==> src/sv/pee_pkg.sv <==
// ----------------------------------------------------------------------------
// pee_pkg: shared definitions for the postfix expression evaluator
// Character codes, status codes, operator codes and sequencer states.
// ----------------------------------------------------------------------------
package pee_pkg;

	localparam logic [7:0] CH_ZERO  = 8'h30;
	localparam logic [7:0] CH_NINE  = 8'h39;
	localparam logic [7:0] CH_NL    = 8'h0a;
	localparam logic [7:0] CH_PLUS  = 8'h2b;
	localparam logic [7:0] CH_MINUS = 8'h2d;
	localparam logic [7:0] CH_STAR  = 8'h2a;
	localparam logic [7:0] CH_SLASH = 8'h2f;

	localparam logic [2:0] ST_OK         = 3'd0;
	localparam logic [2:0] ST_UNDERFLOW  = 3'd1;
	localparam logic [2:0] ST_DIVZERO    = 3'd2;
	localparam logic [2:0] ST_NOT_SINGLE = 3'd3;
	localparam logic [2:0] ST_OVERFLOW   = 3'd4;

	localparam int         WORD_W   = 32;
	localparam logic [4:0] DIV_LAST = 5'd31;

	typedef enum logic [1:0] {
		OP_ADD = 2'd0,
		OP_SUB = 2'd1,
		OP_MUL = 2'd2,
		OP_DIV = 2'd3
	} op_t;

	typedef enum logic [8:0] {
		S_IDLE  = 9'b000000001,
		S_LIT   = 9'b000000010,
		S_DISP  = 9'b000000100,
		S_OPCHK = 9'b000001000,
		S_RDB   = 9'b000010000,
		S_EXEC  = 9'b000100000,
		S_DIV   = 9'b001000000,
		S_WB    = 9'b010000000,
		S_NL    = 9'b100000000
	} state_t;

endpackage

==> src/sv/postfix_expression_evaluator.sv <==
// ----------------------------------------------------------------------------
// postfix_expression_evaluator: reverse polish integer evaluator
// A digit word is taken without a stall. Any other word then stalls the input
// for dispatch, plus a literal push, a pending subtract, an operator, or a
// divide (one quotient bit per cycle in the restoring divider).
// The newline result waits in the output register while input continues; the
// next newline stalls until that register has been taken.
// arst_n clears stack count, literal state and error; stack RAM is not reset.
// ----------------------------------------------------------------------------
module postfix_expression_evaluator import pee_pkg::*; #(
	parameter int STACK_DEPTH = 64
) (
	input  logic               clk,
	input  logic               arst_n,
	input  logic               ch_valid,
	output logic               ch_stall,
	input  logic [7:0]         ch,
	output logic               res_valid,
	input  logic               res_stall,
	output logic signed [31:0] value,
	output logic [2:0]         status
);

	localparam int CW = $clog2(STACK_DEPTH + 1);
	localparam int AW = $clog2(STACK_DEPTH);

	state_t              state_q;
	logic [CW-1:0]       cnt_q;
	logic [WORD_W-1:0]   acc_q;
	logic                innum_q;
	logic                neg_q;
	logic                pminus_q;
	logic [2:0]          err_q;
	logic                mpass_q;
	logic [4:0]          dcnt_q;
	logic                out_valid_q;

	logic [7:0]          ch_q;
	op_t                 op_q;
	logic [WORD_W-1:0]   rhs_q;
	logic [WORD_W-1:0]   res_q;
	logic [WORD_W-1:0]   rem_q;
	logic [WORD_W-1:0]   quo_q;
	logic [WORD_W-1:0]   dvs_q;
	logic                qneg_q;
	logic [WORD_W-1:0]   value_q;
	logic [2:0]          status_q;

	logic                ram_we;
	logic [AW-1:0]       ram_waddr;
	logic [WORD_W-1:0]   ram_wdata;
	logic [AW-1:0]       ram_raddr;
	logic [WORD_W-1:0]   ram_rdata;

	logic                is_digit;
	logic [WORD_W-1:0]   digit;
	logic [WORD_W-1:0]   acc_next;
	logic [WORD_W-1:0]   lit_val;
	logic                lit_ok;
	logic [CW-1:0]       cm1;
	logic [CW-1:0]       cm2;
	logic [WORD_W:0]     trial;
	logic [WORD_W:0]     diff;
	logic [WORD_W-1:0]   lhs_mag;
	logic [WORD_W-1:0]   rhs_mag;
	logic [WORD_W-1:0]   quo_fin;
	logic                out_load;
	logic                nl_single;
	state_t              op_done;

	assign is_digit = (ch inside {[CH_ZERO:CH_NINE]});
	assign digit    = {{(WORD_W-8){1'b0}}, ch - CH_ZERO};
	assign acc_next = (acc_q << 3) + (acc_q << 1) + digit;
	assign lit_val  = neg_q ? (32'd0 - acc_q) : acc_q;
	assign lit_ok   = (err_q == ST_OK) && (cnt_q != CW'(STACK_DEPTH));
	assign cm1      = cnt_q - CW'(1);
	assign cm2      = cnt_q - CW'(2);

	// one restoring divide step per cycle
	assign trial = {rem_q, quo_q[WORD_W-1]};
	assign diff  = trial - {1'b0, dvs_q};

	assign lhs_mag = ram_rdata[WORD_W-1] ? (32'd0 - ram_rdata) : ram_rdata;
	assign rhs_mag = rhs_q[WORD_W-1] ? (32'd0 - rhs_q) : rhs_q;
	assign quo_fin = qneg_q ? (32'd0 - quo_q) : quo_q;

	assign out_load  = !out_valid_q || !res_stall;
	assign nl_single = (err_q == ST_OK) && (cnt_q == CW'(1));
	assign op_done   = mpass_q ? S_DISP : S_IDLE;

	assign ram_we    = ((state_q == S_LIT) && lit_ok) || (state_q == S_WB);
	assign ram_waddr = (state_q == S_WB) ? cm2[AW-1:0] : cnt_q[AW-1:0];
	assign ram_wdata = (state_q == S_WB) ? ((op_q == OP_DIV) ? quo_fin : res_q) : lit_val;

	always_comb begin
		case (state_q)
			S_OPCHK: ram_raddr = cm1[AW-1:0];
			S_RDB:   ram_raddr = cm2[AW-1:0];
			default: ram_raddr = '0;
		endcase
	end

	pee_ram #(
		.WIDTH (WORD_W),
		.DEPTH (STACK_DEPTH)
	) u_stack (
		.clk   (clk),
		.we    (ram_we),
		.waddr (ram_waddr),
		.wdata (ram_wdata),
		.raddr (ram_raddr),
		.rdata (ram_rdata)
	);

	assign ch_stall  = (state_q != S_IDLE);
	assign res_valid = out_valid_q;
	assign value     = value_q;
	assign status    = status_q;

	// control state
	always_ff @(posedge clk or negedge arst_n) begin
		if (!arst_n) begin
			state_q     <= S_IDLE;
			cnt_q       <= '0;
			acc_q       <= '0;
			innum_q     <= 1'b0;
			neg_q       <= 1'b0;
			pminus_q    <= 1'b0;
			err_q       <= ST_OK;
			mpass_q     <= 1'b0;
			dcnt_q      <= '0;
			out_valid_q <= 1'b0;
		end else begin
			if (state_q == S_NL && out_load) begin
				out_valid_q <= 1'b1;
			end else if (out_valid_q && !res_stall) begin
				out_valid_q <= 1'b0;
			end
			case (state_q)
				S_IDLE: begin
					if (ch_valid) begin
						if (is_digit) begin
							if (innum_q) begin
								acc_q <= acc_next;
							end else begin
								innum_q  <= 1'b1;
								neg_q    <= pminus_q;
								pminus_q <= 1'b0;
								acc_q    <= digit;
							end
						end else if (innum_q) begin
							state_q <= S_LIT;
						end else if (pminus_q) begin
							pminus_q <= 1'b0;
							mpass_q  <= 1'b1;
							state_q  <= S_OPCHK;
						end else begin
							state_q <= S_DISP;
						end
					end
				end
				S_LIT: begin
					if (lit_ok) begin
						cnt_q <= cnt_q + CW'(1);
					end else if (err_q == ST_OK) begin
						err_q <= ST_OVERFLOW;
					end
					innum_q <= 1'b0;
					neg_q   <= 1'b0;
					acc_q   <= '0;
					if (pminus_q) begin
						pminus_q <= 1'b0;
						mpass_q  <= 1'b1;
						state_q  <= S_OPCHK;
					end else begin
						state_q <= S_DISP;
					end
				end
				S_DISP: begin
					case (ch_q)
						CH_PLUS, CH_STAR, CH_SLASH: begin
							mpass_q <= 1'b0;
							state_q <= S_OPCHK;
						end
						CH_MINUS: begin
							pminus_q <= 1'b1;
							state_q  <= S_IDLE;
						end
						CH_NL: begin
							state_q <= S_NL;
						end
						default: begin
							state_q <= S_IDLE;
						end
					endcase
				end
				S_OPCHK: begin
					if (err_q != ST_OK) begin
						state_q <= op_done;
					end else if (cnt_q < CW'(2)) begin
						err_q   <= ST_UNDERFLOW;
						state_q <= op_done;
					end else begin
						state_q <= S_RDB;
					end
				end
				S_RDB: begin
					state_q <= S_EXEC;
				end
				S_EXEC: begin
					if (op_q == OP_DIV) begin
						if (rhs_q == '0) begin
							err_q   <= ST_DIVZERO;
							state_q <= op_done;
						end else begin
							dcnt_q  <= '0;
							state_q <= S_DIV;
						end
					end else begin
						state_q <= S_WB;
					end
				end
				S_DIV: begin
					dcnt_q <= dcnt_q + 5'd1;
					if (dcnt_q == DIV_LAST) begin
						state_q <= S_WB;
					end
				end
				S_WB: begin
					cnt_q   <= cm1;
					state_q <= op_done;
				end
				S_NL: begin
					if (out_load) begin
						cnt_q       <= '0;
						err_q       <= ST_OK;
						acc_q       <= '0;
						innum_q     <= 1'b0;
						neg_q       <= 1'b0;
						pminus_q    <= 1'b0;
						state_q     <= S_IDLE;
					end
				end
				default: begin
					state_q <= S_IDLE;
				end
			endcase
		end
	end

	// operands, divider and result word
	always_ff @(posedge clk) begin
		case (state_q)
			S_IDLE: begin
				if (ch_valid) begin
					ch_q <= ch;
					op_q <= OP_SUB;
				end
			end
			S_LIT: begin
				op_q <= OP_SUB;
			end
			S_DISP: begin
				case (ch_q)
					CH_PLUS:  op_q <= OP_ADD;
					CH_STAR:  op_q <= OP_MUL;
					CH_SLASH: op_q <= OP_DIV;
					default:  op_q <= op_q;
				endcase
			end
			S_RDB: begin
				rhs_q <= ram_rdata;
			end
			S_EXEC: begin
				case (op_q)
					OP_ADD:  res_q <= ram_rdata + rhs_q;
					OP_SUB:  res_q <= ram_rdata - rhs_q;
					OP_MUL:  res_q <= ram_rdata * rhs_q;
					default: res_q <= res_q;
				endcase
				rem_q  <= '0;
				quo_q  <= lhs_mag;
				dvs_q  <= rhs_mag;
				qneg_q <= ram_rdata[WORD_W-1] ^ rhs_q[WORD_W-1];
			end
			S_DIV: begin
				rem_q <= diff[WORD_W] ? trial[WORD_W-1:0] : diff[WORD_W-1:0];
				quo_q <= {quo_q[WORD_W-2:0], !diff[WORD_W]};
			end
			S_NL: begin
				if (out_load) begin
					value_q  <= nl_single ? ram_rdata : '0;
					status_q <= (err_q != ST_OK) ? err_q :
						(nl_single ? ST_OK : ST_NOT_SINGLE);
				end
			end
			default: begin
			end
		endcase
	end

	a_cnt_bound: assert property (@(posedge clk) disable iff (!arst_n)
		cnt_q <= CW'(STACK_DEPTH))
		else $error("stack count beyond depth");

	a_err_value_zero: assert property (@(posedge clk) disable iff (!arst_n)
		(res_valid && status != ST_OK) |-> (value == 32'sd0))
		else $error("error word carries a nonzero value");

	a_nl_clears: assert property (@(posedge clk) disable iff (!arst_n)
		(state_q == S_NL && out_load) |=> (cnt_q == '0 && err_q == ST_OK && res_valid))
		else $error("newline did not clear expression state");

	a_stall_busy: assert property (@(posedge clk) disable iff (!arst_n)
		(state_q == S_DIV) |-> (ch_stall && op_q == OP_DIV && dvs_q != '0))
		else $error("divider running without a valid divide");

endmodule

==> src/sv/pee_ram.sv <==
// ----------------------------------------------------------------------------
// pee_ram: generic single-port-write, single-port-read RAM
// One write and one read per cycle; read data is registered.
// ----------------------------------------------------------------------------
module pee_ram #(
	parameter int WIDTH = 32,
	parameter int DEPTH = 64
) (
	input  logic                     clk,
	input  logic                     we,
	input  logic [$clog2(DEPTH)-1:0] waddr,
	input  logic [WIDTH-1:0]         wdata,
	input  logic [$clog2(DEPTH)-1:0] raddr,
	output logic [WIDTH-1:0]         rdata
);

	logic [WIDTH-1:0] mem [DEPTH];

	always_ff @(posedge clk) begin
		if (we) begin
			mem[waddr] <= wdata;
		end
		rdata <= mem[raddr];
	end

endmodule

==> config.mk <==
export PLATFORM = sky130hd
export DESIGN_NAME = postfix_expression_evaluator
export DESIGN_NICKNAME = d
export VERILOG_FILES = /design/src/sv/pee_pkg.sv /design/src/sv/postfix_expression_evaluator.sv /design/src/sv/pee_ram.sv
export SDC_FILE = /design/constraint.sdc
export NUM_CORES = 2
export LEC_CHECK = 0
export CAP_MARGIN = 10
export CORE_ASPECT_RATIO = 1.25
export CORE_UTILIZATION = 50
export CTS_BUF_LIST = sky130_fd_sc_hd__clkbuf_16
export CTS_CLUSTER_SIZE = 20
export DETAILED_ROUTE_END_ITERATION = 10
export DONT_BUFFER_PORTS = 1
export GPL_TIMING_DRIVEN = 0
export PLACE_DENSITY = 0.7
export SLEW_MARGIN = 5
export SYNTH_ARGS = -nofsm -noshare
export SYNTH_HDL_FRONTEND = slang
export SYNTH_HIERARCHICAL = 1
export SYNTH_SLANG_ARGS = --single-unit
==> constraint.sdc <==
create_clock -name clk -period 10.8 [get_ports clk]
set_input_delay 1.62 -clock clk [delete_from_list [all_inputs] [get_ports clk]]
set_output_delay 1.62 -clock clk [all_outputs]
set_load 0.005 [all_outputs]
* After elaboration in Yosys (flattened, before gate mapping)
Memories as Yosys holds them, arrays and structs flattened. A register that Yosys moved wholly into a read port is not among the register bits.
Cells that the tools add are included.
** Cells by class
- Muxes and demuxes :: 71
- Equality and inequality tests :: 38
- $mul :: 1
- Bitwise operators :: 1
- Order comparisons :: 3
- Reductions and logical operators :: 36
- Add/sub/neg operators :: 14
** Operator list (count)
- $mux W32 :: 10
- $pmux W32 S3 :: 2
- $pmux W32 S2 :: 2
- $sub A1 B32 Y32 const A :: 4
- $pmux W9 S9 :: 1
- $add A32 B32 Y32 :: 2
- $mux W9 :: 5
- $sub A33 B32 Y33 :: 1
- $add A32 B8 Y32 :: 1
- $eq A8 B6 Y1 const B :: 4
- $logic_not A32 Y1 :: 1
- $mul A32 B32 Y32 :: 1
- $sub A32 B32 Y32 :: 1
- $mux W31 :: 1
- $ne A2 B2 Y1 const B :: 14
- $mux W3 :: 9
- $mux W7 :: 3
- $pmux W7 S3 :: 1
- $mux W5 :: 4
- $mux W1 :: 18
- $pmux W9 S2 :: 1
- $reduce_and A5 Y1 :: 3
- $reduce_bool A3 Y1 :: 5
- $pmux W2 S3 :: 2
- other kinds (47) :: 68
** Word-level totals
- Word-level logic and storage cells :: 186
- RAM bits :: 2048
- Flip-flop bits (word level) :: 267
- Output and inout bits :: 37
- Memories kept :: 1
- Input bits :: 12
** Memories
- u_stack.mem :: depth 64, width 32, read ports 1, clocked after Yosys merged registers in 1, wr ports 1, RTL line pee_ram.sv:17 : logic [WIDTH-1:0] mem [DEPTH];

* Longest topological paths before layout
- Depth after elaboration :: 6
- Gate-level depth with buffers :: 28
- Depth with buffers taken out :: 26

* By module
The synthesis kept the hierarchy.
** By module, submodules not included
- pee_ram :: cells each 3572, instances 1, sequential area each 62139.6 um^2, area an instance 78885.7 um^2
- postfix_expression_evaluator :: cells each 3805, instances 1, sequential area each 7713.6 um^2, area an instance 34991.1 um^2

* Worst setup path after synthesis
No wires, ideal clock.
- Path kind :: flip-flop to flip-flop
- Start point :: register rhs_q[8]
- End point :: register res_q[27], data pin
- Cell stages (with the launch flop) :: 26
- Arrival time :: 6.807 ns
- Path buffers :: 2
- Slack :: 3.724 ns
- Clock period less this slack :: 7.076 ns
- Data required time :: 10.530 ns
- Setup time :: 0.270 ns
- Cell sequence :: edfxtp_1 > clkbuf_1 > buf_1 > nand2_1 > fa_1 > inv_1 > fa_1 > fa_1 > inv_1 > fa_1 > inv_1 > fa_1 > inv_1 > fa_1 > inv_1 > fa_1 > fa_1 > ha_1 > a22o_1 > nor3_1 > a211oi_1 > o21ai_0 > o21ai_0 > a221oi_1 > xor2_1 > o21ai_0
** Between the ends
- Word-level cells in the longest chain between the ends :: 2
- Elaborated cells on any way between the ends :: 4
- Those cells by class :: 2 x add/sub; 1 x mul; 1 x mux
** Ends and longest elaborated chain
- start, declared :: RTL line postfix_expression_evaluator.sv:40 : logic [WORD_W-1:0] rhs_q;
- start signal, assigned :: RTL line postfix_expression_evaluator.sv:272 : rhs_q <= ram_rdata;
- $mul A32 B32 Y32, or another cell as far along :: RTL line postfix_expression_evaluator.sv:278 : OP_MUL: res_q <= ram_rdata * rhs_q;
- $pmux W32 S3 (*) :: RTL line postfix_expression_evaluator.sv:275 : case (op_q)
- end signal, assigned :: RTL line postfix_expression_evaluator.sv:276 : OP_ADD: res_q <= ram_rdata + rhs_q;
- end signal, assigned :: RTL line postfix_expression_evaluator.sv:278
- end signal, assigned :: RTL line postfix_expression_evaluator.sv:279 : default: res_q <= res_q;
- end, declared :: RTL line postfix_expression_evaluator.sv:41 : logic [WORD_W-1:0] res_q;
Every way passes the cells marked *; elsewhere a longest branch is shown, timed or not.
A chain may end at the register's enable or synchronous reset.

* Worst setup path in the final report
- Start point :: register u_stack.rdata[7], read port of u_stack.mem
- End point :: register res_q[27], data pin
** Between the ends
- Word-level cells in the longest chain between the ends :: 2
- Elaborated cells on any way between the ends :: 4
- Those cells by class :: 2 x add/sub; 1 x mul; 1 x mux
** Ends and longest elaborated chain
- start, declared :: RTL line pee_ram.sv:14 : output logic [WIDTH-1:0] rdata
- $mul A32 B32 Y32, or another cell as far along :: RTL line postfix_expression_evaluator.sv:278
- $pmux W32 S3 (*) :: RTL line postfix_expression_evaluator.sv:275
Marks and branches as above.

==> impl_results.md <==
- Largest net degree at the start of global routing: 65
- CTS tree: done
- Flops & latches, synth: 2,347
- Initial detailed-routing violation count: 9,258
- Max VDD drop: 569.0 µV
- Drt via density: 6.421
- Gp weighted congestion: 1.022
- Slowest cell on the critical path: o21ai_0
- Top cell by count, worst path: fa_1
- Post-DP HPWL: 264,100 µm
- All-Layer GR Usage: 31.86%
- Sink Count: 2,347
- Area Overhead vs Synth: 13.10%
- # DRC: 0
- Synth unique cells: 87
- Via count: 70.08k
- Clk Latency, worst-skew pair: 0.93 ns
- Share of cells above drive strength 1: 15.05%
- Leak: 43.30 nW
- Power per cell area: 194.8 nW/µm²
- WP data arrival: 11.10 ns
- Global route overflow: 0
- Nets@finish: 8,443
- Worst Setup End Kind: register
- Vias in the first global route: 70.94k
- I/O pin cnt: 49
- Critical Path Max Stage Delay: 0.82 ns
- Total of max-cap violations: 0
- Worst-path clk slew: 0.07 ns
- FP Rows: 195
- Largest fanout on the critical path: 10
- Post-synth top area share: 59.44%
- CP startpoint kind: register
- Leading post-synthesis cells by cell area: edfxtp_1, mux4_2, fa_1
- Final antenna-violating net count: 0
- Final period utilization: 97.40%
- Post-cts sizing count: 0
- Mapped Nets: 8,060
- Layout Utilization: 56.94%
- Mapped Avg Cell Area: 15.44 µm²
- Ys flop type: edfxtp_1
- Fin. Hold Viols: 0
- Multi-input logic area: 41,240 µm²
- Number of flops mapped to enable cells by yosys: 2,254
- CP Data Required Time: 11.38 ns
- Core Area: 226,200 µm²
- Clock skew: 0.07709 ns
- Gate Count Post-Synth: 7,377
- Fill count: 17.01k
- Number of H-tree levels: 4
- Post-Syn Area: 113,900 µm²
- Ys async rst share: 2.599%
- Total power draw: 0.02509 W
- Die Area: 229,700 µm²
- Post-CTS Hold Fix Bufs: 0
- Seq/Total Area, Yosys: 61.34%
- Slew @ Worst Pin: 1.421 ns
- Die H: 535.6 µm
- CTS Buf Count: 221
- Syn. warnings: 6
- Endpoints failing setup: 0
- First-pass GRT wire length: 514,500 µm
- Wirelength, routed: 364,400 µm
- Antenna violations before repair: 20
- HP Class: input port to asynchronous set/reset pin
- Storage cell area: 69,850 µm²
- Setup Crit Path Kind: register to register
- WL/cell: 33.39 µm
- DRT Pass-1 Iters: 8
- Initial Utilization: 50.35%
- Final period demand of the worst path: 10.52 ns
- Upper clock frequency limit: 95.06 MHz
- Post-route setup TNS: 0 ns
- Slew headroom: 4.716%
- Status: complete, no violations
- Final Max Slew Viols: 0
- Clk buf depth: 3
- Postcts setup bufs: 0
- Unrepaired setup endpoints after global routing: no
- Most area-hungry cell type in the Yosys netlist: edfxtp_1
- Die Wd: 428.9 µm
- Root Driver: clkbuf_16
- IO buf count: 0
==> sequential cells by signal, indices dropped and copies added (netlist names), 3 cells and up <==
signal / flops
cnt_q: 7
acc_q: 32
rhs_q: 32
ch_q: 8
res_q: 32
quo_q: 32
rem_q: 32
dcnt_q: 5
u_stack/mem: 2048
status: 3
u_stack/rdata: 32
dvs_q: 32
value: 32
state_q: 9
err_q: 3
==> logic make-up after synthesis <==
group	Yosys count	synth area share (%)
AO/OA/AOI/OAI	925	5.329
AND/OR/NAND/NOR	1600	7.060
flip-flops	2347	61.34
buffers and inverters	887	3.249
XOR/XNOR	313	2.407
multiplexers	633	10.49
adder cells (fa/ha/maj)	672	10.12
==> cell type report <==
| class | count | area share, % |
|---|---|---|
| plain buffers | 416 | 1.501 |
| flip-flops and latches | 2347 | 54.24 |
| multi-input cells | 4143 | 32.02 |
| clock buffers | 227 | 4.411 |
| diodes | 10 | 0.01943 |
| repair buffers | 160 | 2.242 |
| well taps | 2955 | 2.871 |
| inverters | 471 | 1.373 |
| clock inverters | 185 | 1.321 |
==> synth_stat cells (10+ instances only) <==
library cell  instances
nand3b_1             12
a21o_1               43
buf_1                25
dfrtp_1              60
buf_4                25
o41ai_1              26
buf_2                48
o21bai_1             11
o22ai_1              71
nor3_1               36
edfxtp_1           2254
clkbuf_1            293
or2_2                12
mux2i_1             164
nand4_1              54
o21a_1               27
or3_1                22
xnor2_1             150
o221ai_1             47
nand2b_1             39
buf_6                16
a211o_1              12
xor2_1              163
nand3_1             112
o31ai_1              54
a31oi_1              31
o21ai_0             218
fa_1                416
nor2_1              250
dfxtp_1              32
a211oi_1             61
a21oi_1             170
mux4_2              446
inv_1               470
nor3b_1              10
and2_1              357
ha_1                255
and3_1               31
a22oi_1              79
mux2_2               23
nand2_1             539
or4_1                31
nor4_1               16
nor2b_1              43
==> worst max-delay path, delay by kind of cell (launching register included) <==
family / cells / cell delay, ns
AO/OA/AOI/OAI: 6 / 2.40
XOR/XNOR: 1 / 0.75
flip-flops: 1 / 0.59
AND/OR/NAND/NOR: 2 / 0.40
buffers and inverters: 7 / 1.80
adder cells (fa/ha/maj): 9 / 4.23
==> routing by layer <==
layer  share of wire [%]  vias to the layer above  track usage [%]
li1                    -                    28448                -
met1                  33                    35833            37.00
met2                  47                     4586            50.91
met3                  10                     1193            6.825
met4                  10                       18            26.74
met5               0.033                        -                0
==> layout by cell type (no fill, tap or decap), types with 36 or more instances in the layout <==
cell type  Yosys  final
nand2_1      539    538
nand3_1      112    112
o31ai_1       54     54
xor2_1       163    163
o221ai_1      47     47
o22ai_1       71     71
ha_1         255    255
buf_4         25     45
buf_12         1     98
fa_1         416    416
clkinv_2       0     36
a21o_1        43     43
dfrtp_1       60     60
clkinv_1       0     49
inv_1        470    509
nor2_1       250    194
mux4_2       446    446
nand2b_1      39     39
buf_6         16     36
nor2b_1       43     43
clkbuf_1     293    292
xnor2_1      150    150
edfxtp_1    2254   2254
nand4_1       54     54
nor2_4         0     55
a21oi_1      170    138
clkbuf_16      0    227
mux2i_1      164    164
a211oi_1      61     61
and2_1       357    357
o21ai_0      218    216
a22oi_1       79     79
buf_2         48     48
==> final timing paths <==
kind	start	cells past startpoint	to	slack [ns]
max	u_stack/rdata[7]	25	res_q[27]	0.28
min	arst_n	0	res_valid	0.39
max reg2reg	u_stack/rdata[7]	25	res_q[27]	0.28
min reg2reg	u_stack/rdata[31]	0	rhs_q[31]	0.43
max in group asynchronous	arst_n	0	state_q[0]	10.16
min in group clk	u_stack/rdata[31]	0	rhs_q[31]	0.43
==> power breakdown <==
| group | total [W] | internal (W) | switching, W |
|---|---|---|---|
| sequential | 0.0104 | 0.0104 | 0.0000692 |
| combinational | 0.00677 | 0.00202 | 0.00475 |
| clock | 0.00788 | 0.00438 | 0.00350 |
| total | 0.0251 | 0.0168 | 0.00831 |
==> metrics by stage <==
stage | instance area, µm² | hold WS (ns) | cells | setup slack [ns]
after global routing | 128800 | 0.3557 | 10906 | 0.1362
after CTS | 128800 | 0.3372 | 10903 | 0.4452
after global placement | 117600 | 0.4155 | 10332 | 0.5272
final | 128800 | 0.3946 | 10914 | 0.2807
after floorplan | 113900 | 0.4064 | 7377 | 3.724
after detailed placement | 121400 | 0.4129 | 10491 | 0.4859
(Power assumes the default switching activity.)
